File: src/hdl/mspc_pkg.sv
// shared types, constants and register map of the motor speed pi controller
package mspc_pkg;

   // configuration port geometry
   localparam int CSR_ADDR_WIDTH = 5;
   localparam int CSR_DATA_WIDTH = 32;

   // datapath widths
   localparam int FREQ_WIDTH = 16;
   localparam int ERR_WIDTH  = 17;
   localparam int PROD_WIDTH = 33;
   localparam int ACC_WIDTH  = 26;
   localparam int SUM_WIDTH  = 35;
   localparam int DUTY_WIDTH = 10;
   localparam int CMP_WIDTH  = 11;
   localparam int TICK_WIDTH = 6;

   // register indexes, byte address is four times the index
   typedef enum logic [2:0] {
      REG_SPEED_SETPOINT    = 3'd0,
      REG_PROPORTIONAL_GAIN = 3'd1,
      REG_INTEGRAL_GAIN     = 3'd2,
      REG_STARTUP_TICKS     = 3'd3,
      REG_PEAK_TEST_TICKS   = 3'd4,
      REG_KICKSTART_COMPARE = 3'd5
   } reg_index_type;

   // control phase codes as reported on the result channel
   typedef enum logic [1:0] {
      PHASE_STARTUP    = 2'd0,
      PHASE_MAX_TEST   = 2'd1,
      PHASE_STALLED    = 2'd2,
      PHASE_REGULATING = 2'd3
   } phase_type;

   // register reset values
   localparam logic [15:0] SETPOINT_RESET    = 16'd6400;
   localparam logic [15:0] KP_RESET          = 16'd4915;
   localparam logic [15:0] KI_RESET          = 16'd328;
   localparam logic [5:0]  STARTUP_RESET     = 6'd15;
   localparam logic [5:0]  MAX_TEST_RESET    = 6'd20;
   localparam logic [10:0] KICKSTART_RESET   = 11'd650;

   // control law constants
   localparam logic [10:0] PWM_PERIOD        = 11'd1024;
   localparam logic [9:0]  DUTY_MAX          = 10'd1015;
   localparam logic [9:0]  DUTY_MIN          = 10'd250;
   localparam logic [10:0] TEST_DUTY         = 11'd1000;
   localparam logic [9:0]  PREV_DUTY_RESET   = 10'd650;
   localparam logic [10:0] HELD_DUTY_RESET   = 11'd512;
   localparam logic [15:0] STALL_FREQ        = 16'd160;
   localparam logic signed [16:0] BIG_ERROR  = 17'sd1296;
   localparam logic [9:0]  STEP_BIG          = 10'd80;
   localparam logic [9:0]  STEP_SMALL        = 10'd24;
   localparam logic signed [33:0] INTEG_LIMIT = 34'sd26214400;
   // q.16 thresholds: whole duty >= 1015, and whole duty <= 250 (u < 251.0)
   localparam logic signed [34:0] U_HIGH     = 35'sd66519040;
   localparam logic signed [34:0] U_LOW      = 35'sd16449536;

   // configuration registers as seen by the datapath
   typedef struct packed {
      logic [15:0] speed_setpoint;
      logic [15:0] proportional_gain;
      logic [15:0] integral_gain;
      logic [5:0]  startup_ticks;
      logic [5:0]  peak_test_ticks;
      logic [10:0] kickstart_compare;
   } cfg_type;

   // product stage contents handed to the control law stage
   typedef struct packed {
      logic [15:0]        freq;
      logic signed [16:0] err;
      logic signed [32:0] p_term;
      logic signed [32:0] i_term;
   } prod_type;

endpackage

File: src/hdl/mspc_csr.sv
// apb register bank holding the controller settings
module mspc_csr (
   input  logic                                clock,
   input  logic                                reset,
   input  logic                                psel,
   input  logic                                penable,
   input  logic                                pwrite,
   input  logic [mspc_pkg::CSR_ADDR_WIDTH-1:0] paddr,
   input  logic [mspc_pkg::CSR_DATA_WIDTH-1:0] pwdata,
   output logic [mspc_pkg::CSR_DATA_WIDTH-1:0] prdata,
   output logic                                pready,
   output mspc_pkg::cfg_type                   cfg
);
   import mspc_pkg::*;

   cfg_type       cfg_ff;
   cfg_type       cfg_in;
   logic          wr_en;
   reg_index_type reg_sel;

   assign pready  = 1'b1;
   assign wr_en   = psel && penable && pwrite;
   assign reg_sel = reg_index_type'(paddr[4:2]);
   assign cfg     = cfg_ff;

   // register write decode
   always_comb begin
      cfg_in = cfg_ff;
      if (wr_en) begin
         unique case (reg_sel)
            REG_SPEED_SETPOINT:    cfg_in.speed_setpoint    = pwdata[15:0];
            REG_PROPORTIONAL_GAIN: cfg_in.proportional_gain = pwdata[15:0];
            REG_INTEGRAL_GAIN:     cfg_in.integral_gain     = pwdata[15:0];
            REG_STARTUP_TICKS:     cfg_in.startup_ticks     = pwdata[5:0];
            REG_PEAK_TEST_TICKS:   cfg_in.peak_test_ticks   = pwdata[5:0];
            REG_KICKSTART_COMPARE: cfg_in.kickstart_compare = pwdata[10:0];
            default:               cfg_in = cfg_ff;
         endcase
      end
   end

   // register storage
   always_ff @(posedge clock) begin
      if (reset) begin
         cfg_ff.speed_setpoint    <= SETPOINT_RESET;
         cfg_ff.proportional_gain <= KP_RESET;
         cfg_ff.integral_gain     <= KI_RESET;
         cfg_ff.startup_ticks     <= STARTUP_RESET;
         cfg_ff.peak_test_ticks   <= MAX_TEST_RESET;
         cfg_ff.kickstart_compare <= KICKSTART_RESET;
      end else begin
         cfg_ff <= cfg_in;
      end
   end

   // read back
   always_comb begin
      unique case (reg_sel)
         REG_SPEED_SETPOINT:    prdata = {16'd0, cfg_ff.speed_setpoint};
         REG_PROPORTIONAL_GAIN: prdata = {16'd0, cfg_ff.proportional_gain};
         REG_INTEGRAL_GAIN:     prdata = {16'd0, cfg_ff.integral_gain};
         REG_STARTUP_TICKS:     prdata = {26'd0, cfg_ff.startup_ticks};
         REG_PEAK_TEST_TICKS:   prdata = {26'd0, cfg_ff.peak_test_ticks};
         REG_KICKSTART_COMPARE: prdata = {21'd0, cfg_ff.kickstart_compare};
         default:               prdata = '0;
      endcase
   end

endmodule

File: config.mk
export PLATFORM = sky130hd
export DESIGN_NAME = mspc_csr
export DESIGN_NICKNAME = d
export VERILOG_FILES = /design/src/hdl/mspc_pkg.sv /design/src/hdl/mspc_csr.sv
export SDC_FILE = /design/constraint.sdc
export NUM_CORES = 1
export LEC_CHECK = 0
export ABC_AREA = 1
export BUFFER_PORTS_ARGS = -buffer_cell sky130_fd_sc_hd__buf_2
export CAP_MARGIN = 20
export CORE_MARGIN = 5
export CORE_UTILIZATION = 30
export CTS_CLUSTER_DIAMETER = 200
export CTS_CLUSTER_SIZE = 30
export DETAILED_ROUTE_END_ITERATION = 8
export SLEW_MARGIN = 20
export SYNTH_ARGS = -nofsm -noshare
export SYNTH_HDL_FRONTEND = slang
export SYNTH_SLANG_ARGS = --single-unit
File: constraint.sdc
create_clock -name clock -period 2.2 [get_ports clock]
set_input_delay 0.44 -clock clock [delete_from_list [all_inputs] [get_ports clock]]
set_output_delay 0.44 -clock clock [all_outputs]
set_load 0.01 [all_outputs]
==> impl_metrics.tcl <==
set metrics [dict create \
    period_needed_ps 2100 \
    netlist_area_sq_um 3670 \
    ctsResizeCount 0 \
    setup_viol 0 \
    nNetsFinal 713 \
    stdcell_area_sq_um 4630 \
    largest_reg_flops 71 \
    grt_first_pass_wirelength_mm 19.4 \
    grt_pass1_vias 3720 \
    multiInputGateArea_sq_um 1860 \
    layout_commonest_cell "nand2_1" \
    finalCritPeriodShare 0.956 \
    finalSetupTns_ps 0 \
    rsz0062_at_grt "no" \
    ys_warn_count 0 \
    start_util 0.306 \
    ir_drop_mv 0.396 \
    die_h_um 121 \
    die_w_um 121 \
    status "completed" \
    fin_util 0.385 \
    row_count 40 \
    regArea_sq_um 1420 \
    dp_hpwl_mm 9.08 \
    synth_cell_types 23 \
    ys_ff_latch 71 \
    drive_gt1_frac 0.243 \
    gp_congestion 0.880 \
    path_max_fanout 20 \
    ant_nets 0 \
    crit_arrival_ps 1660 \
    cts_tree "done" \
    fin_worst_skew_ps 0 \
    clockRootBuffer "clkbuf_16" \
    syn_avg_cell_area_sq_um 6.50 \
    clkLatencyLatePin_ps 340 \
    drc 0 \
    start_kind "input port" \
    layout_common_cells "nand2_1 (186), buf_2 (110), nor2_1 (99)" \
    fillers 1292 \
    cts_buffers 9 \
    io_pins 146 \
    drt_iter0_markers 261 \
    cp.required_ps 1760 \
    power_leakage_nw 2.36 \
    wl_per_cell_um 15.0 \
    routed_via_density 4.73 \
    grt_use_total 0.172 \
    clock_sinks 71 \
    p_per_area_nw_per_um2 674 \
    cts_buffer_depth 2 \
    routed_wirelength_mm 12.4 \
    min_path_type "in -> reg" \
    clkSlewWorstSetupHoldPaths_ps 60 \
    antenna_found_initial 0 \
    ctsHoldBuffers 0 \
    portBuffers 110 \
    crit_path_end_kind "output port" \
    layout_setup_ws_ps 97.4 \
    finalHoldViolations 0 \
    syn-instance-count 565 \
    dpl-instance-area_sq_um 4340 \
    clock.fmax_mhz 476 \
    cap_violations 0 \
    grt_overflow 0 \
    yosysSeqAreaShare 0.387 \
    slew_violations 0 \
    dieArea_sq_um 14600 \
    vias 3891 \
    core_sq_um 12000 \
    cts_setup_buffers 0 \
    cts.htree.levels 3 \
    area_growth_pct 26.0 \
    grt_start_max_net_pins 72 \
    first_pass_iters 4 \
    preCtsSetupSlack_ps 114 \
    critPathKind "in -> out" \
    antenna_cells 0 \
]
==> final timing paths <==
kind | from | to | slack (ps) | depth (start not counted)
setup / recovery | paddr[3] | prdata[6] | 100 | 9
hold / removal | pwdata[7] | cfg[7] | 320 | 3
setup reg to reg | cfg[12] | cfg[12] | 1570 | 2
hold reg to reg | cfg[43] | cfg[43] | 480 | 2
==> Yosys cell counts, drive strengths merged <==
| master | count | area (sq um) |
|---|---|---|
| a21oi | 1 | 5.00 |
| buf | 41 | 284 |
| clkbuf | 6 | 22.5 |
| clkinv | 1 | 3.75 |
| conb | 2 | 7.51 |
| dfxtp | 71 | 1420 |
| inv | 37 | 141 |
| nand2 | 187 | 704 |
| nand3 | 84 | 443 |
| nand4 | 16 | 100 |
| nor2 | 115 | 521 |
| o21ai | 4 | 20.0 |
==> area by class of cell <==
cell class,instances,area share
clock buffer,12,0.0533
timing repair buffer,127,0.157
tap,147,0.0398
inverter,38,0.0314
multi-input combinational,424,0.401
clock inverter,4,0.00973
sequential,71,0.307
==> worst max-delay path, stage by stage <==
cell     delay (ps)
buf_2           250
inv_4           150
nor2_2          210
buf_12          190
nand2_1          60
nand2_1         100
inv_1            50
nand2_1          70
buf_2           130
==> per-layer routing <==
metal / wire [um] / part of all wire / up-vias / GRT usage
met5: 0 / 0 / - / 0
met4: 263 / 0.021 / 0 / 0.0510
met3: 1120 / 0.090 / 21 / 0.0599
met2: 5780 / 0.47 / 149 / 0.282
met1: 5220 / 0.42 / 1782 / 0.212
li1: - / - / 1939 / -
==> stage by stage <==
step	hold WS, ps	cells	total power [mW]
floorplan	501	580	1.57
CTS	319	823	3.13
global route	336	823	3.23
detailed placement	469	807	1.68
finish	323	823	3.12
global placement	463	807	1.68
==> power breakdown <==
part	switching (mW)	leakage, nW	internal [mW]
Sequential	0.0137	0.574	1.30
Clock	0.561	0.146	0.904
Combinational	0.227	1.64	0.109
==> kinds of logic after synthesis <==
| group | share of synthesized area |
|---|---|
| compound gates | 0.00681 |
| buf+inv | 0.123 |
| flops | 0.387 |
| other cells | 0.00204 |
| simple gates | 0.481 |
(Power assumes the default switching activity.)
