--- src/hdl/mspc_pkg.sv ---
// shared types, constants and register map of the motor speed pi controller
package mspc_pkg;

   // configuration port geometry
   localparam int CSR_ADDR_WIDTH = 5;
   localparam int CSR_DATA_WIDTH = 32;

   // datapath widths
   localparam int FREQ_WIDTH = 16;
   localparam int ERR_WIDTH  = 17;
   localparam int PROD_WIDTH = 33;
   localparam int ACC_WIDTH  = 26;
   localparam int SUM_WIDTH  = 35;
   localparam int DUTY_WIDTH = 10;
   localparam int CMP_WIDTH  = 11;
   localparam int TICK_WIDTH = 6;

   // register indexes, byte address is four times the index
   typedef enum logic [2:0] {
      REG_SPEED_SETPOINT    = 3'd0,
      REG_PROPORTIONAL_GAIN = 3'd1,
      REG_INTEGRAL_GAIN     = 3'd2,
      REG_STARTUP_TICKS     = 3'd3,
      REG_PEAK_TEST_TICKS   = 3'd4,
      REG_KICKSTART_COMPARE = 3'd5
   } reg_index_type;

   // control phase codes as reported on the result channel
   typedef enum logic [1:0] {
      PHASE_STARTUP    = 2'd0,
      PHASE_MAX_TEST   = 2'd1,
      PHASE_STALLED    = 2'd2,
      PHASE_REGULATING = 2'd3
   } phase_type;

   // register reset values
   localparam logic [15:0] SETPOINT_RESET    = 16'd6400;
   localparam logic [15:0] KP_RESET          = 16'd4915;
   localparam logic [15:0] KI_RESET          = 16'd328;
   localparam logic [5:0]  STARTUP_RESET     = 6'd15;
   localparam logic [5:0]  MAX_TEST_RESET    = 6'd20;
   localparam logic [10:0] KICKSTART_RESET   = 11'd650;

   // control law constants
   localparam logic [10:0] PWM_PERIOD        = 11'd1024;
   localparam logic [9:0]  DUTY_MAX          = 10'd1015;
   localparam logic [9:0]  DUTY_MIN          = 10'd250;
   localparam logic [10:0] TEST_DUTY         = 11'd1000;
   localparam logic [9:0]  PREV_DUTY_RESET   = 10'd650;
   localparam logic [10:0] HELD_DUTY_RESET   = 11'd512;
   localparam logic [15:0] STALL_FREQ        = 16'd160;
   localparam logic signed [16:0] BIG_ERROR  = 17'sd1296;
   localparam logic [9:0]  STEP_BIG          = 10'd80;
   localparam logic [9:0]  STEP_SMALL        = 10'd24;
   localparam logic signed [33:0] INTEG_LIMIT = 34'sd26214400;
   // q.16 thresholds: whole duty >= 1015, and whole duty <= 250 (u < 251.0)
   localparam logic signed [34:0] U_HIGH     = 35'sd66519040;
   localparam logic signed [34:0] U_LOW      = 35'sd16449536;

   // configuration registers as seen by the datapath
   typedef struct packed {
      logic [15:0] speed_setpoint;
      logic [15:0] proportional_gain;
      logic [15:0] integral_gain;
      logic [5:0]  startup_ticks;
      logic [5:0]  peak_test_ticks;
      logic [10:0] kickstart_compare;
   } cfg_type;

   // product stage contents handed to the control law stage
   typedef struct packed {
      logic [15:0]        freq;
      logic signed [16:0] err;
      logic signed [32:0] p_term;
      logic signed [32:0] i_term;
   } prod_type;

endpackage

--- src/hdl/mspc_law.sv ---
// phase sequencing, pi law with anti-windup, clamp and slew limit, result register
module mspc_law (
   input  logic                clock,
   input  logic                reset,
   input  logic                prod_valid,
   output logic                prod_ready,
   input  mspc_pkg::prod_type  prod,
   input  mspc_pkg::cfg_type   cfg,
   output logic                rsp_valid,
   input  logic                rsp_stall,
   output logic [10:0]         rsp_pwm_compare,
   output logic [10:0]         rsp_duty_command,
   output logic signed [9:0]   rsp_integrator_whole,
   output logic                rsp_saturated_high,
   output logic                rsp_saturated_low,
   output logic [15:0]         rsp_peak_frequency,
   output logic [1:0]          rsp_control_phase
);
   import mspc_pkg::*;

   // controller state
   logic [5:0]          startup_count_ff, startup_count_in;
   logic [5:0]          max_test_count_ff, max_test_count_in;
   logic signed [25:0]  acc_ff, acc_in;
   logic [9:0]          prev_duty_ff, prev_duty_in;
   logic [10:0]         held_duty_ff, held_duty_in;
   logic [15:0]         peak_ff, peak_in;
   logic                high_flag_ff, high_flag_in;
   logic                low_flag_ff, low_flag_in;

   // result register
   logic                rsp_valid_ff, rsp_valid_in;
   logic [10:0]         compare_ff, compare_in;
   phase_type           phase_ff, phase_in;
   logic signed [9:0]   whole_ff, whole_in;

   // datapath
   logic                load;
   logic signed [34:0]  base;
   logic signed [34:0]  p_wide;
   logic signed [34:0]  u_first;
   logic signed [34:0]  u_second;
   logic                hold_integ;
   logic signed [33:0]  acc_sum;
   logic signed [25:0]  acc_clamped;
   logic signed [25:0]  acc_reg;
   logic [9:0]          duty_clamped;
   logic [9:0]          step;
   logic signed [10:0]  delta;
   logic signed [10:0]  step_s;
   logic [9:0]          duty_new;
   logic [15:0]         peak_upd;

   // negative integrator limit in accumulator width
   function automatic logic signed [25:0] acc_sum_neg_limit();
      logic signed [33:0] neg;
      neg = -INTEG_LIMIT;
      return neg[25:0];
   endfunction

   assign prod_ready   = !rsp_valid_ff || !rsp_stall;
   assign load         = prod_valid && prod_ready;
   assign rsp_valid_in = prod_ready ? prod_valid : 1'b1;

   // pi law for the regulating phase
   always_comb begin
      base     = $signed({9'd0, prev_duty_ff, 16'd0});
      p_wide   = $signed({{2{prod.p_term[32]}}, prod.p_term});
      u_first  = base + p_wide + $signed({{9{acc_ff[25]}}, acc_ff});

      // anti-windup: stop integrating while pushing further into a limit
      hold_integ = ((u_first >= U_HIGH) && (prod.err > 17'sd0)) ||
                   ((u_first < U_LOW) && prod.err[16]);

      acc_sum = $signed({{8{acc_ff[25]}}, acc_ff}) + $signed({prod.i_term[32], prod.i_term});
      if (acc_sum > INTEG_LIMIT) begin
         acc_clamped = INTEG_LIMIT[25:0];
      end else if (acc_sum < -INTEG_LIMIT) begin
         acc_clamped = acc_sum_neg_limit();
      end else begin
         acc_clamped = acc_sum[25:0];
      end
      acc_reg = hold_integ ? acc_ff : acc_clamped;

      u_second = base + p_wide + $signed({{9{acc_reg[25]}}, acc_reg});
      if (u_second >= U_HIGH) begin
         duty_clamped = DUTY_MAX;
      end else if (u_second < U_LOW) begin
         duty_clamped = DUTY_MIN;
      end else begin
         duty_clamped = u_second[25:16];
      end

      // slew limit, wider step when the error magnitude reaches BIG_ERROR
      step   = ((prod.err >= BIG_ERROR) || (prod.err <= -BIG_ERROR)) ? STEP_BIG : STEP_SMALL;
      step_s = $signed({1'b0, step});
      delta  = $signed({1'b0, duty_clamped}) - $signed({1'b0, prev_duty_ff});
      if (delta > step_s) begin
         duty_new = prev_duty_ff + step;
      end else if (delta < -step_s) begin
         duty_new = prev_duty_ff - step;
      end else begin
         duty_new = duty_clamped;
      end

      peak_upd = (prod.freq > peak_ff) ? prod.freq : peak_ff;
   end

   // phase selection and state update
   always_comb begin
      startup_count_in  = startup_count_ff;
      max_test_count_in = max_test_count_ff;
      acc_in            = acc_ff;
      prev_duty_in      = prev_duty_ff;
      held_duty_in      = held_duty_ff;
      peak_in           = peak_ff;
      high_flag_in      = high_flag_ff;
      low_flag_in       = low_flag_ff;
      compare_in        = compare_ff;
      phase_in          = phase_ff;

      if (load) begin
         if (startup_count_ff < cfg.startup_ticks) begin
            startup_count_in = startup_count_ff + 6'd1;
            compare_in       = cfg.kickstart_compare;
            acc_in           = '0;
            phase_in         = PHASE_STARTUP;
         end else if (max_test_count_ff < cfg.peak_test_ticks) begin
            peak_in           = peak_upd;
            held_duty_in      = TEST_DUTY;
            compare_in        = PWM_PERIOD - TEST_DUTY;
            max_test_count_in = max_test_count_ff + 6'd1;
            phase_in          = PHASE_MAX_TEST;
         end else if (prod.freq < STALL_FREQ) begin
            compare_in = cfg.kickstart_compare;
            acc_in     = '0;
            phase_in   = PHASE_STALLED;
         end else begin
            peak_in      = peak_upd;
            acc_in       = acc_reg;
            held_duty_in = {1'b0, duty_new};
            compare_in   = PWM_PERIOD - {1'b0, duty_new};
            high_flag_in = (duty_new >= DUTY_MAX);
            low_flag_in  = (duty_new <= DUTY_MIN);
            prev_duty_in = duty_new;
            phase_in     = PHASE_REGULATING;
         end
      end

      // integrator in whole counts, truncated toward zero
      whole_in = acc_in[25:16] + {9'd0, (acc_in[25] && (acc_in[15:0] != 16'd0))};
   end

   // control state
   always_ff @(posedge clock) begin
      if (reset) begin
         startup_count_ff  <= '0;
         max_test_count_ff <= '0;
         acc_ff            <= '0;
         prev_duty_ff      <= PREV_DUTY_RESET;
         held_duty_ff      <= HELD_DUTY_RESET;
         peak_ff           <= '0;
         high_flag_ff      <= 1'b0;
         low_flag_ff       <= 1'b0;
         rsp_valid_ff      <= 1'b0;
      end else begin
         startup_count_ff  <= startup_count_in;
         max_test_count_ff <= max_test_count_in;
         acc_ff            <= acc_in;
         prev_duty_ff      <= prev_duty_in;
         held_duty_ff      <= held_duty_in;
         peak_ff           <= peak_in;
         high_flag_ff      <= high_flag_in;
         low_flag_ff       <= low_flag_in;
         rsp_valid_ff      <= rsp_valid_in;
      end
   end

   // result payload
   always_ff @(posedge clock) begin
      if (load) begin
         compare_ff <= compare_in;
         phase_ff   <= phase_in;
         whole_ff   <= whole_in;
      end
   end

   assign rsp_valid            = rsp_valid_ff;
   assign rsp_pwm_compare      = compare_ff;
   assign rsp_duty_command     = held_duty_ff;
   assign rsp_integrator_whole = whole_ff;
   assign rsp_saturated_high   = high_flag_ff;
   assign rsp_saturated_low    = low_flag_ff;
   assign rsp_peak_frequency   = peak_ff;
   assign rsp_control_phase    = phase_ff;

   // previous duty stays within the regulating range
   assert property (@(posedge clock) disable iff (reset)
      (prev_duty_ff >= DUTY_MIN) && (prev_duty_ff <= DUTY_MAX))
      else $error("previous duty outside regulating range");

   // integrator stays within its clamp
   assert property (@(posedge clock) disable iff (reset)
      ($signed({{8{acc_ff[25]}}, acc_ff}) <= INTEG_LIMIT) &&
      ($signed({{8{acc_ff[25]}}, acc_ff}) >= -INTEG_LIMIT))
      else $error("integrator beyond clamp");

   // regulated compare is the inverse of the commanded duty
   assert property (@(posedge clock) disable iff (reset)
      (rsp_valid_ff && (phase_ff == PHASE_REGULATING)) |->
      (compare_ff == PWM_PERIOD - held_duty_ff))
      else $error("compare does not match duty");

   // kickstart phases leave a cleared integrator
   assert property (@(posedge clock) disable iff (reset)
      (rsp_valid_ff && ((phase_ff == PHASE_STARTUP) || (phase_ff == PHASE_STALLED))) |->
      (whole_ff == 10'sd0))
      else $error("integrator not cleared in kickstart");

   // state moves only with a transaction
   assert property (@(posedge clock) disable iff (reset)
      !load |=> ($stable(prev_duty_ff) && $stable(acc_ff) && $stable(peak_ff)))
      else $error("state changed without transaction");

endmodule

--- config.mk ---
export PLATFORM = sky130hd
export DESIGN_NAME = mspc_law
export DESIGN_NICKNAME = d
export VERILOG_FILES = /design/src/hdl/mspc_pkg.sv /design/src/hdl/mspc_law.sv
export SDC_FILE = /design/constraint.sdc
export NUM_CORES = 1
export LEC_CHECK = 0
export ABC_AREA = 0
export BUFFER_PORTS_ARGS = -buffer_cell sky130_fd_sc_hd__clkbuf_2
export CAP_MARGIN = 25
export CORE_ASPECT_RATIO = 0.9
export CORE_MARGIN = 4
export CORE_UTILIZATION = 58
export CTS_CLUSTER_DIAMETER = 80
export DETAILED_ROUTE_END_ITERATION = 12
export MAX_ROUTING_LAYER = met4
export PLACE_DENSITY = 0.87
export SLEW_MARGIN = 15
export SYNTH_ARGS = -nofsm -noshare
export SYNTH_HDL_FRONTEND = slang
export SYNTH_SLANG_ARGS = --single-unit
--- constraint.sdc ---
create_clock -name clock -period 14 [get_ports clock]
set_input_delay 0.7 -clock clock [delete_from_list [all_inputs] [get_ports clock]]
set_output_delay 0.7 -clock clock [all_outputs]
set_load 0.005 [all_outputs]
==> load_flow_metrics.sql, run 1 <==
INSERT INTO impl_metrics (metric_group, metric, value, unit) VALUES
('run_status', 'run_status', 'finished, final reports clean', ''),
('die', 'die_height', '148.3', 'um'),
('sta', 'finalHoldViolations', '0', ''),
('sta', 'slew_violations', '0', ''),
('sta', 'final.setup.tns', '0', 'ns'),
('finish', 'final_net_count', '2196', ''),
('clocking', 'cts_tree', 'done', ''),
('power_and_ir_drop', 'worst_ir_drop_vdd', '55.18', 'uV'),
('setup_path', 'timing.critical_path.mode_cell', 'sky130_fd_sc_hd__a21oi_1', ''),
('route', 'antenna_left', '0', ''),
('placed_design', 'hpwl_after_detailed_placement', '33280', 'um'),
('route', 'detail_route.iter0.violations', '1248', ''),
('setup_path', 'cp_slowest_cell', 'sky130_fd_sc_hd__nor3_1', ''),
('placed_design', 'gpl.final_weighted_congestion', '0.9692', ''),
('worst_hold_path', 'hold_path_class', 'reg -> reg', ''),
('setup_path', 'largest_stage_delay_worst_path', '0.61', 'ns'),
('die', 'die_area', '24300', 'um^2'),
('sta', 'final.period_utilization', '93.53', '%'),
('power_and_ir_drop', 'power.static_leakage', '6.452', 'nW'),
('synthesis', 'sequential_to_total_area_share_from_yosys_stat', '17.60', '%'),
('finish', 'ant_diodes', '0', ''),
('route', 'remaining_drc_errors', '0', ''),
('sta', 'rsz0062_at_grt', 'false', ''),
('placed_design', 'port_buffers', '178', ''),
('synthesis', 'synth.ff_latch_count', '100', ''),
('route', 'vias', '13790', ''),
('sta', 'worst_slew_pin_slew', '0.8484', 'ns'),
('clocking', 'cts_max_level', '3', ''),
('die', 'die_outline_width', '163.9', 'um'),
('clocking', 'clk_transition_reported_paths', '0.08', 'ns'),
('die', 'io_pins', '228', ''),
('setup_path', 'worstPathMaxFanout', '24', ''),
('synthesis', 'synth_cell_type_count', '84', ''),
('clocking', 'clk_root_buffer_cell', 'sky130_fd_sc_hd__clkbuf_16', ''),
('synthesis', 'async_set_reset_flop_share_out_of_synthesis', '0', '%'),
('route', 'detailed_route_vias_per_instance', '6.409', ''),
('route', 'drt-total-wl', '41030', 'um'),
('worst_hold_path', 'hold_path_startpoint', 'rsp_duty_command[1]', ''),
('synthesis', 'synth_cells', '1696', ''),
('sta', 'skew', '0.01245', 'ns'),
('setup_path', 'reg2reg_to', 'rsp_saturated_low', ''),
('clocking', 'cts_num_sinks', '100', ''),
('route', 'post_drt_wl_per_cell', '19.07', 'um'),
('global_route', 'grt_overflow_total', '0', ''),
('die', 'fp.coreArea', '21570', 'um^2'),
('synthesis', 'yosys_warnings', '0', ''),
('global_route', 'first_global_vias', '12940', ''),
('global_route', 'grt_first_pass_wirelength', '65380', 'um'),
('setup_path', 'cp.required', '14.19', 'ns'),
('setup_path', 'reg2reg_depth', '57', ''),
('synthesis', 'postSynthAreaPerCell', '7.478', 'um^2'),
('setup_path', 'reg2reg_slack', '0.93', 'ns'),
('global_route', 'maximum_number_of_pins_on_one_net_before_global_route_repair', '77', ''),
('route', 'drtPass1Iterations', '6', ''),
('power_and_ir_drop', 'powerDensity', '60.90', 'nW/um^2'),
('synthesis', 'synth_enable_flop_cells', '23', ''),
('setup_path', 'worst_ep_arrival_time', '13.29', 'ns'),
('clocking', 'insertion_delay', '0.36', 'ns'),
('die', 'fp-row-count', '51', ''),
('clocking', 'clock_path_buffers', '2', ''),
('finish', 'final_layout_size_suffix_gt1_share', '14.41', '%'),
('setup_path', 'critPathLaunchType', 'input pin', ''),
('worst_hold_path', 'worstHoldPathCells', '2', ''),
('sta', 'fmax', '76.37', 'MHz'),
('setup_path', 'r2r-start', 'prev_duty_ff[0]', ''),
('finish', 'areaGrowthSynthToFinish', '12.39', '%'),
('setup_path', 'criticalPathCategory', 'in -> reg', ''),
('global_route', 'groute.usage.overall', '33.77', '%'),
('placed_design', 'placement.setup.worst_slack', '0.2820', 'ns'),
('global_route', 'grt_antenna_before_repair', '0', ''),
('sta', 'setup-violations-final', '0', ''),
('synthesis', 'syn-num-nets', '2037', ''),
('synthesis', 'netlist_area', '12680', 'um^2'),
('finish', 'utilization', '66.09', '%'),
('flow_run', 'maxCapViolations', '0', ''),
('synthesis', 'most_used_flip_flop_cell_after_synthesis', 'sky130_fd_sc_hd__dfxtp_1', ''),
('worst_hold_path', 'min_to', 'rsp_duty_command[1]', ''),
('die', 'effective_utilization_at_floorplan', '58.80', '%'),
('sta', 'fin_crit', '13.09', 'ns'),
('clocking', 'numCtsBuffers', '9', ''),
('sta', 'final.hold.worst_slack', '0.4736', 'ns'),
('sta', 'setup_ws', '0.9058', 'ns'),
('sta', 'slew_headroom', '43.30', '%'),
('setup_path', 'timing.critical_path.to_type', 'register', '');
==> cells in the final DEF, fill, tap and decap left out, types with 8 or more instances in the layout <==
cell type,instances
sky130_fd_sc_hd__o31ai_1,12
sky130_fd_sc_hd__buf_4,25
sky130_fd_sc_hd__o21ai_0,110
sky130_fd_sc_hd__nor2b_1,19
sky130_fd_sc_hd__a31oi_1,15
sky130_fd_sc_hd__o211a_1,8
sky130_fd_sc_hd__nand4_1,39
sky130_fd_sc_hd__a22oi_1,23
sky130_fd_sc_hd__a21oi_1,162
sky130_fd_sc_hd__dfxtp_1,76
sky130_fd_sc_hd__o211ai_1,17
sky130_fd_sc_hd__nand2_1,154
sky130_fd_sc_hd__or2_2,11
sky130_fd_sc_hd__nand3_1,42
sky130_fd_sc_hd__mux2i_1,22
sky130_fd_sc_hd__edfxtp_1,23
sky130_fd_sc_hd__or3_1,12
sky130_fd_sc_hd__clkbuf_2,178
sky130_fd_sc_hd__nor4_1,23
sky130_fd_sc_hd__a211oi_1,19
sky130_fd_sc_hd__xnor2_1,48
sky130_fd_sc_hd__nand2b_1,10
sky130_fd_sc_hd__inv_1,93
sky130_fd_sc_hd__and3_1,14
sky130_fd_sc_hd__o21bai_1,16
sky130_fd_sc_hd__nor3_1,36
sky130_fd_sc_hd__nor2_1,170
sky130_fd_sc_hd__o21a_1,30
sky130_fd_sc_hd__xor2_1,47
sky130_fd_sc_hd__a22o_1,21
sky130_fd_sc_hd__mux2_2,9
sky130_fd_sc_hd__ha_1,162
sky130_fd_sc_hd__a21o_1,46
sky130_fd_sc_hd__clkbuf_16,9
sky130_fd_sc_hd__and2_1,10
==> cells by family (layout without fill, tap and decap cells) <==
kind of cell / count (synthesis) / count (layout) / synth area share (%)
other: 1 / 1 / 0.02957
adders and majority gates: 167 / 167 / 16.77
DFF: 100 / 100 / 17.60
muxes: 31 / 31 / 2.536
AOI/OAI and AO/OA: 576 / 576 / 29.96
xor gates and xnor gates: 95 / 95 / 6.561
and+or+nand+nor: 576 / 576 / 22.07
buffers and inverters: 150 / 314 / 4.469
==> what timing repair did <==
action,CTS,global route
hold buffers,0,0
setup buffers,0,0
endpoints found under the setup margin,0,33
gates resized for setup,0,13
==> registers in the layout (all words and copies together), names as in the netlist, 2 cells and up <==
register	cells
acc_ff	26
rsp_peak_frequency	16
rsp_pwm_compare	11
prev_duty_ff	10
rsp_duty_command	10
rsp_integrator_whole	10
max_test_count_ff	6
startup_count_ff	6
rsp_control_phase	2
==> power breakdown <==
part           switching (mW)  leakage, nW  total (mW)  internal [mW]
sequential            0.00224        0.849       0.302          0.300
clock                   0.126        0.142       0.251          0.125
combinational           0.194         5.46       0.315          0.121
total                   0.322         6.45       0.868          0.546
==> metrics by stage <==
step	power [mW]	cells	area, um^2
2_1_floorplan	0.5199	1696	12680
3_3_place_gp	0.6061	2134	13920
3_5_place_dp	0.6114	2134	13920
4_1_cts	0.8575	2150	14210
5_1_grt	0.9109	2151	14250
6_report	0.8681	2151	14250
==> synthesized netlist by cell type, types with 30 or more instances <==
cell type	count	share of area [%]
sky130_fd_sc_hd__nor2_1	171	5.1
sky130_fd_sc_hd__a21oi_1	164	6.5
sky130_fd_sc_hd__ha_1	162	16
sky130_fd_sc_hd__nand2_1	154	4.6
sky130_fd_sc_hd__o21ai_0	113	4.5
sky130_fd_sc_hd__inv_1	93	2.8
sky130_fd_sc_hd__dfxtp_1	77	12
sky130_fd_sc_hd__clkbuf_1	53	1.6
sky130_fd_sc_hd__xnor2_1	48	3.3
sky130_fd_sc_hd__xor2_1	47	3.2
sky130_fd_sc_hd__a21o_1	46	2.7
sky130_fd_sc_hd__nand3_1	42	1.7
sky130_fd_sc_hd__nand4_1	39	1.9
sky130_fd_sc_hd__nor3_1	37	1.5
sky130_fd_sc_hd__o21a_1	30	1.8
==> layer usage <==
layer	global-route usage, %	share of wire, %
met1	47.76	47
met3	3.658	7.2
met5	-	0
met4	9.434	2.7
met2	51.40	44
==> area by class of cell <==
cell class	count	area (um^2)
sequential	100	2233
tap	291	364.1
inverter	93	349.1
timing repair buffer	205	1101
fill	1945	7315
clock buffer	10	229.0
clock inverter	6	60.06
multi-input combinational	1446	9917
==> worst max-delay path by stage <==
stage | cells past startpoint | from | end
after floorplan | 60 | prod[50] | rsp_pwm_compare[9]
after global placement | 59 | prod[50] | rsp_pwm_compare[8]
after detailed placement | 58 | prod[50] | rsp_pwm_compare[8]
after CTS | 57 | prev_duty_ff[1] | rsp_pwm_compare[8]
after global routing | 59 | prev_duty_ff[0] | rsp_pwm_compare[8]
final | 58 | prod[50] | rsp_saturated_low
==> worst max-delay path, delay by kind of cell <==
kind,cells,cell delay [ns]
xor gates and xnor gates,2,0.46
buffers and inverters,6,0.92
adders and majority gates,7,2.11
AOI/OAI and AO/OA,28,6.52
and+or+nand+nor,15,2.61
(Power assumes the default switching activity.)
==> run 2: changes to the inputs <==
--- a/config.mk
+++ b/config.mk
@@ -10,11 +10,11 @@
 export CAP_MARGIN = 25
 export CORE_ASPECT_RATIO = 0.9
 export CORE_MARGIN = 4
-export CORE_UTILIZATION = 58
+export CORE_UTILIZATION = 45
 export CTS_CLUSTER_DIAMETER = 80
 export DETAILED_ROUTE_END_ITERATION = 12
 export MAX_ROUTING_LAYER = met4
-export PLACE_DENSITY = 0.87
+export PLACE_DENSITY = 0.72
 export SLEW_MARGIN = 15
 export SYNTH_ARGS = -nofsm -noshare
 export SYNTH_HDL_FRONTEND = slang
==> constraint.sdc (replaced) <==
create_clock -name clock -period 14.5 [get_ports clock]
set_input_delay 0.725 -clock clock [delete_from_list [all_inputs] [get_ports clock]]
set_output_delay 0.725 -clock clock [all_outputs]
set_load 0.005 [all_outputs]
==> run 2 against run 1 <==
Non-clock buffer count is 8 higher. Sequential share of layout area is 0.14 points lower. Critical path depth is 2 higher. Setup slack better by 0.050 ns. Critical path type is now reg -> reg. Largest cell class unchanged. Highest routed layer unchanged.
==> load_flow_metrics.sql, run 2 (synthesis gave the netlist of run 1 again) <==
INSERT INTO impl_metrics (metric_group, metric, value, unit) VALUES
('route', 'drtPass1Iterations', '6', ''),
('route', 'drt-total-wl', '41250', 'um'),
('die', 'fp-row-count', '58', ''),
('finish', 'layout.cells.most_common_list', 'sky130_fd_sc_hd__clkbuf_2, sky130_fd_sc_hd__nor2_1, sky130_fd_sc_hd__a21oi_1, sky130_fd_sc_hd__ha_1, sky130_fd_sc_hd__nand2_1', ''),
('setup_path', 'cp_slowest_cell', 'sky130_fd_sc_hd__a2111o_1', ''),
('sta', 'rsz0062_at_grt', 'false', ''),
('global_route', 'grt_first_pass_wirelength', '65510', 'um'),
('placed_design', 'dpl.cell_count', '2211', ''),
('setup_path', 'critical_path.startpoint', 'prev_duty_ff[1]', ''),
('setup_path', 'r2r-start', 'prev_duty_ff[1]', ''),
('placed_design', 'port_buffers', '178', ''),
('finish', 'final_net_count', '2204', ''),
('power_and_ir_drop', 'worst_ir_drop_vdd', '45.60', 'uV'),
('setup_path', 'reg2reg_slack', '0.96', 'ns'),
('clocking', 'clk_transition_reported_paths', '0.08', 'ns'),
('finish', 'ant_diodes', '0', ''),
('clocking', 'cts_tree', 'done', ''),
('global_route', 'grt_antenna_before_repair', '0', ''),
('route', 'detail_route.iter0.violations', '1136', ''),
('sta', 'setup-violations-final', '0', ''),
('global_route', 'groute.usage.overall', '26.35', '%'),
('global_route', 'maximum_number_of_pins_on_one_net_before_global_route_repair', '77', ''),
('clocking', 'clock_path_buffers', '2', ''),
('sta', 'slew_violations', '0', ''),
('global_route', 'grt_overflow_total', '0', ''),
('setup_path', 'worst_ep_arrival_time', '13.65', 'ns'),
('sta', 'slew_headroom', '41.50', '%'),
('flow_run', 'maxCapViolations', '0', ''),
('setup_path', 'timing.critical_path.mode_cell', 'sky130_fd_sc_hd__a21oi_1', ''),
('sta', 'fin_crit', '13.54', 'ns'),
('clocking', 'cts_hold_repair.buffers', '0', ''),
('setup_path', 'worstPathMaxFanout', '24', ''),
('die', 'fp.coreArea', '27870', 'um^2'),
('route', 'antenna_left', '0', ''),
('die', 'die_area', '30940', 'um^2'),
('sta', 'skew', '0.01136', 'ns'),
('global_route', 'first_global_vias', '12500', ''),
('setup_path', 'largest_stage_delay_worst_path', '0.51', 'ns'),
('setup_path', 'reg2reg_to', 'rsp_pwm_compare[5]', ''),
('setup_path', 'critical_path.endpoint', 'rsp_pwm_compare[5]', ''),
('power_and_ir_drop', 'power.static_leakage', '6.485', 'nW'),
('placed_design', 'gpl.final_weighted_congestion', '0.9633', ''),
('finish', 'final_layout_size_suffix_gt1_share', '14.56', '%'),
('setup_path', 'cp.required', '14.60', 'ns'),
('route', 'detailed_route_vias_per_instance', '6.117', ''),
('clocking', 'clk_root_buffer_cell', 'sky130_fd_sc_hd__clkbuf_16', ''),
('run_status', 'run_status', 'finished, final reports clean', ''),
('setup_path', 'timing.critical_path.to_type', 'register', ''),
('finish', 'largest_register_ff_count', '26', ''),
('setup_path', 'criticalPathCategory', 'reg -> reg', ''),
('die', 'die_height', '167.3', 'um'),
('setup_path', 'reg2reg_depth', '60', ''),
('sta', 'final.hold.worst_slack', '0.4791', 'ns'),
('die', 'io_pins', '228', ''),
('sta', 'worst_slew_pin_slew', '0.8554', 'ns'),
('route', 'remaining_drc_errors', '0', ''),
('sta', 'final.period_utilization', '93.41', '%'),
('sta', 'finalHoldViolations', '0', ''),
('route', 'vias', '13630', ''),
('route', 'post_drt_wl_per_cell', '18.51', 'um'),
('power_and_ir_drop', 'powerDensity', '58.26', 'nW/um^2'),
('clocking', 'cts_num_sinks', '100', ''),
('worst_hold_path', 'hold_path_class', 'reg -> reg', ''),
('die', 'die_outline_width', '185.0', 'um'),
('finish', 'areaGrowthSynthToFinish', '13.36', '%'),
('die', 'effective_utilization_at_floorplan', '45.51', '%'),
('finish', 'layout.cells.most_common', 'sky130_fd_sc_hd__clkbuf_2', ''),
('clocking', 'insertion_delay', '0.36', 'ns'),
('finish', 'regMostFlops', 'acc_ff', ''),
('setup_path', 'critPathLaunchType', 'register', ''),
('placed_design', 'hpwl_after_detailed_placement', '33990', 'um'),
('sta', 'final.setup.tns', '0', 'ns'),
('clocking', 'cts_max_level', '3', ''),
('finish', 'final_cell_count_no_fill', '2228', ''),
('sta', 'fmax', '73.83', 'MHz'),
('clocking', 'numCtsBuffers', '9', '');
[run 2: changes by cell type in the layout (fill, tap and decap cells not counted), sizes merged]
cell,before,now
clkinv,4,1
clkinvlp,0,1
buf,27,35
inv,95,97
[run 2: per-stage QoR]
stage | setup WS [ns] | power [mW] | instance area [um^2] | util [%]
3_5_place_dp | 0.5522 | 0.5960 | 14070 | 50.48
3_3_place_gp | 0.7197 | 0.5923 | 14070 | 50.48
5_1_grt | 0.08284 | 0.8820 | 14380 | 51.59
4_1_cts | 0.8412 | 0.8351 | 14350 | 51.49
6_report | 0.9561 | 0.8375 | 14380 | 51.59
2_1_floorplan | 1.658 | 0.5020 | 12680 | -
[run 2: where the power goes]
part | switching [mW] | internal (mW)
clock network | 0.120 | 0.120
logic | 0.186 | 0.119
registers | 0.00233 | 0.289
[run 2: area by class of cell]
class                           count  area [um^2]
Multi-Input combinational cell   1446         9905
Fill cell                        2789        13490
Sequential cell                   100         2232
Inverter                           93        349.1
Timing Repair Buffer              213         1157
Clock buffer                       10        229.0
Clock inverter                      6        53.80
Tap cell                          360        450.4
[run 2: worst min path at each step]
| stage | startpoint | endpoint | slack (ns) | cells past startpoint |
|---|---|---|---|---|
| 5_1_grt | rsp_saturated_low | rsp_saturated_low | 0.49 | 2 |
| 6_report | rsp_duty_command[2] | rsp_duty_command[2] | 0.48 | 2 |
| 2_1_floorplan | rsp_duty_command[0] | rsp_duty_command[0] | 0.45 | 2 |
| 4_1_cts | rsp_duty_command[2] | rsp_duty_command[2] | 0.48 | 2 |
| 3_5_place_dp | rsp_duty_command[4] | rsp_duty_command[4] | 0.47 | 2 |
| 3_3_place_gp | rsp_duty_command[8] | rsp_duty_command[8] | 0.46 | 1 |
[run 2: worst max-delay path: cells and delay by family (launching register included)]
kind	cells	cell delay (ns)
compound gates	29	6.99
fa+ha+maj	7	1.89
simple gates	13	1.74
buf+inv	7	1.20
xor+xnor	3	0.55
flops	1	0.48
mux	1	0.38
[run 2: what timing repair did]
item                       in CTS  in global routing
buffers inserted                0                  0
resized for setup               0                  7
setup endpoints to repair       0                 15
[run 2: layer usage]
metal  vias up  share of wire, %  GRT usage [%]
met2       479                44          40.22
met3        46               6.3          2.476
met5         -                 0              -
met1      6414                48          38.35
met4         0               1.5          4.882
li1       6689                 -              -
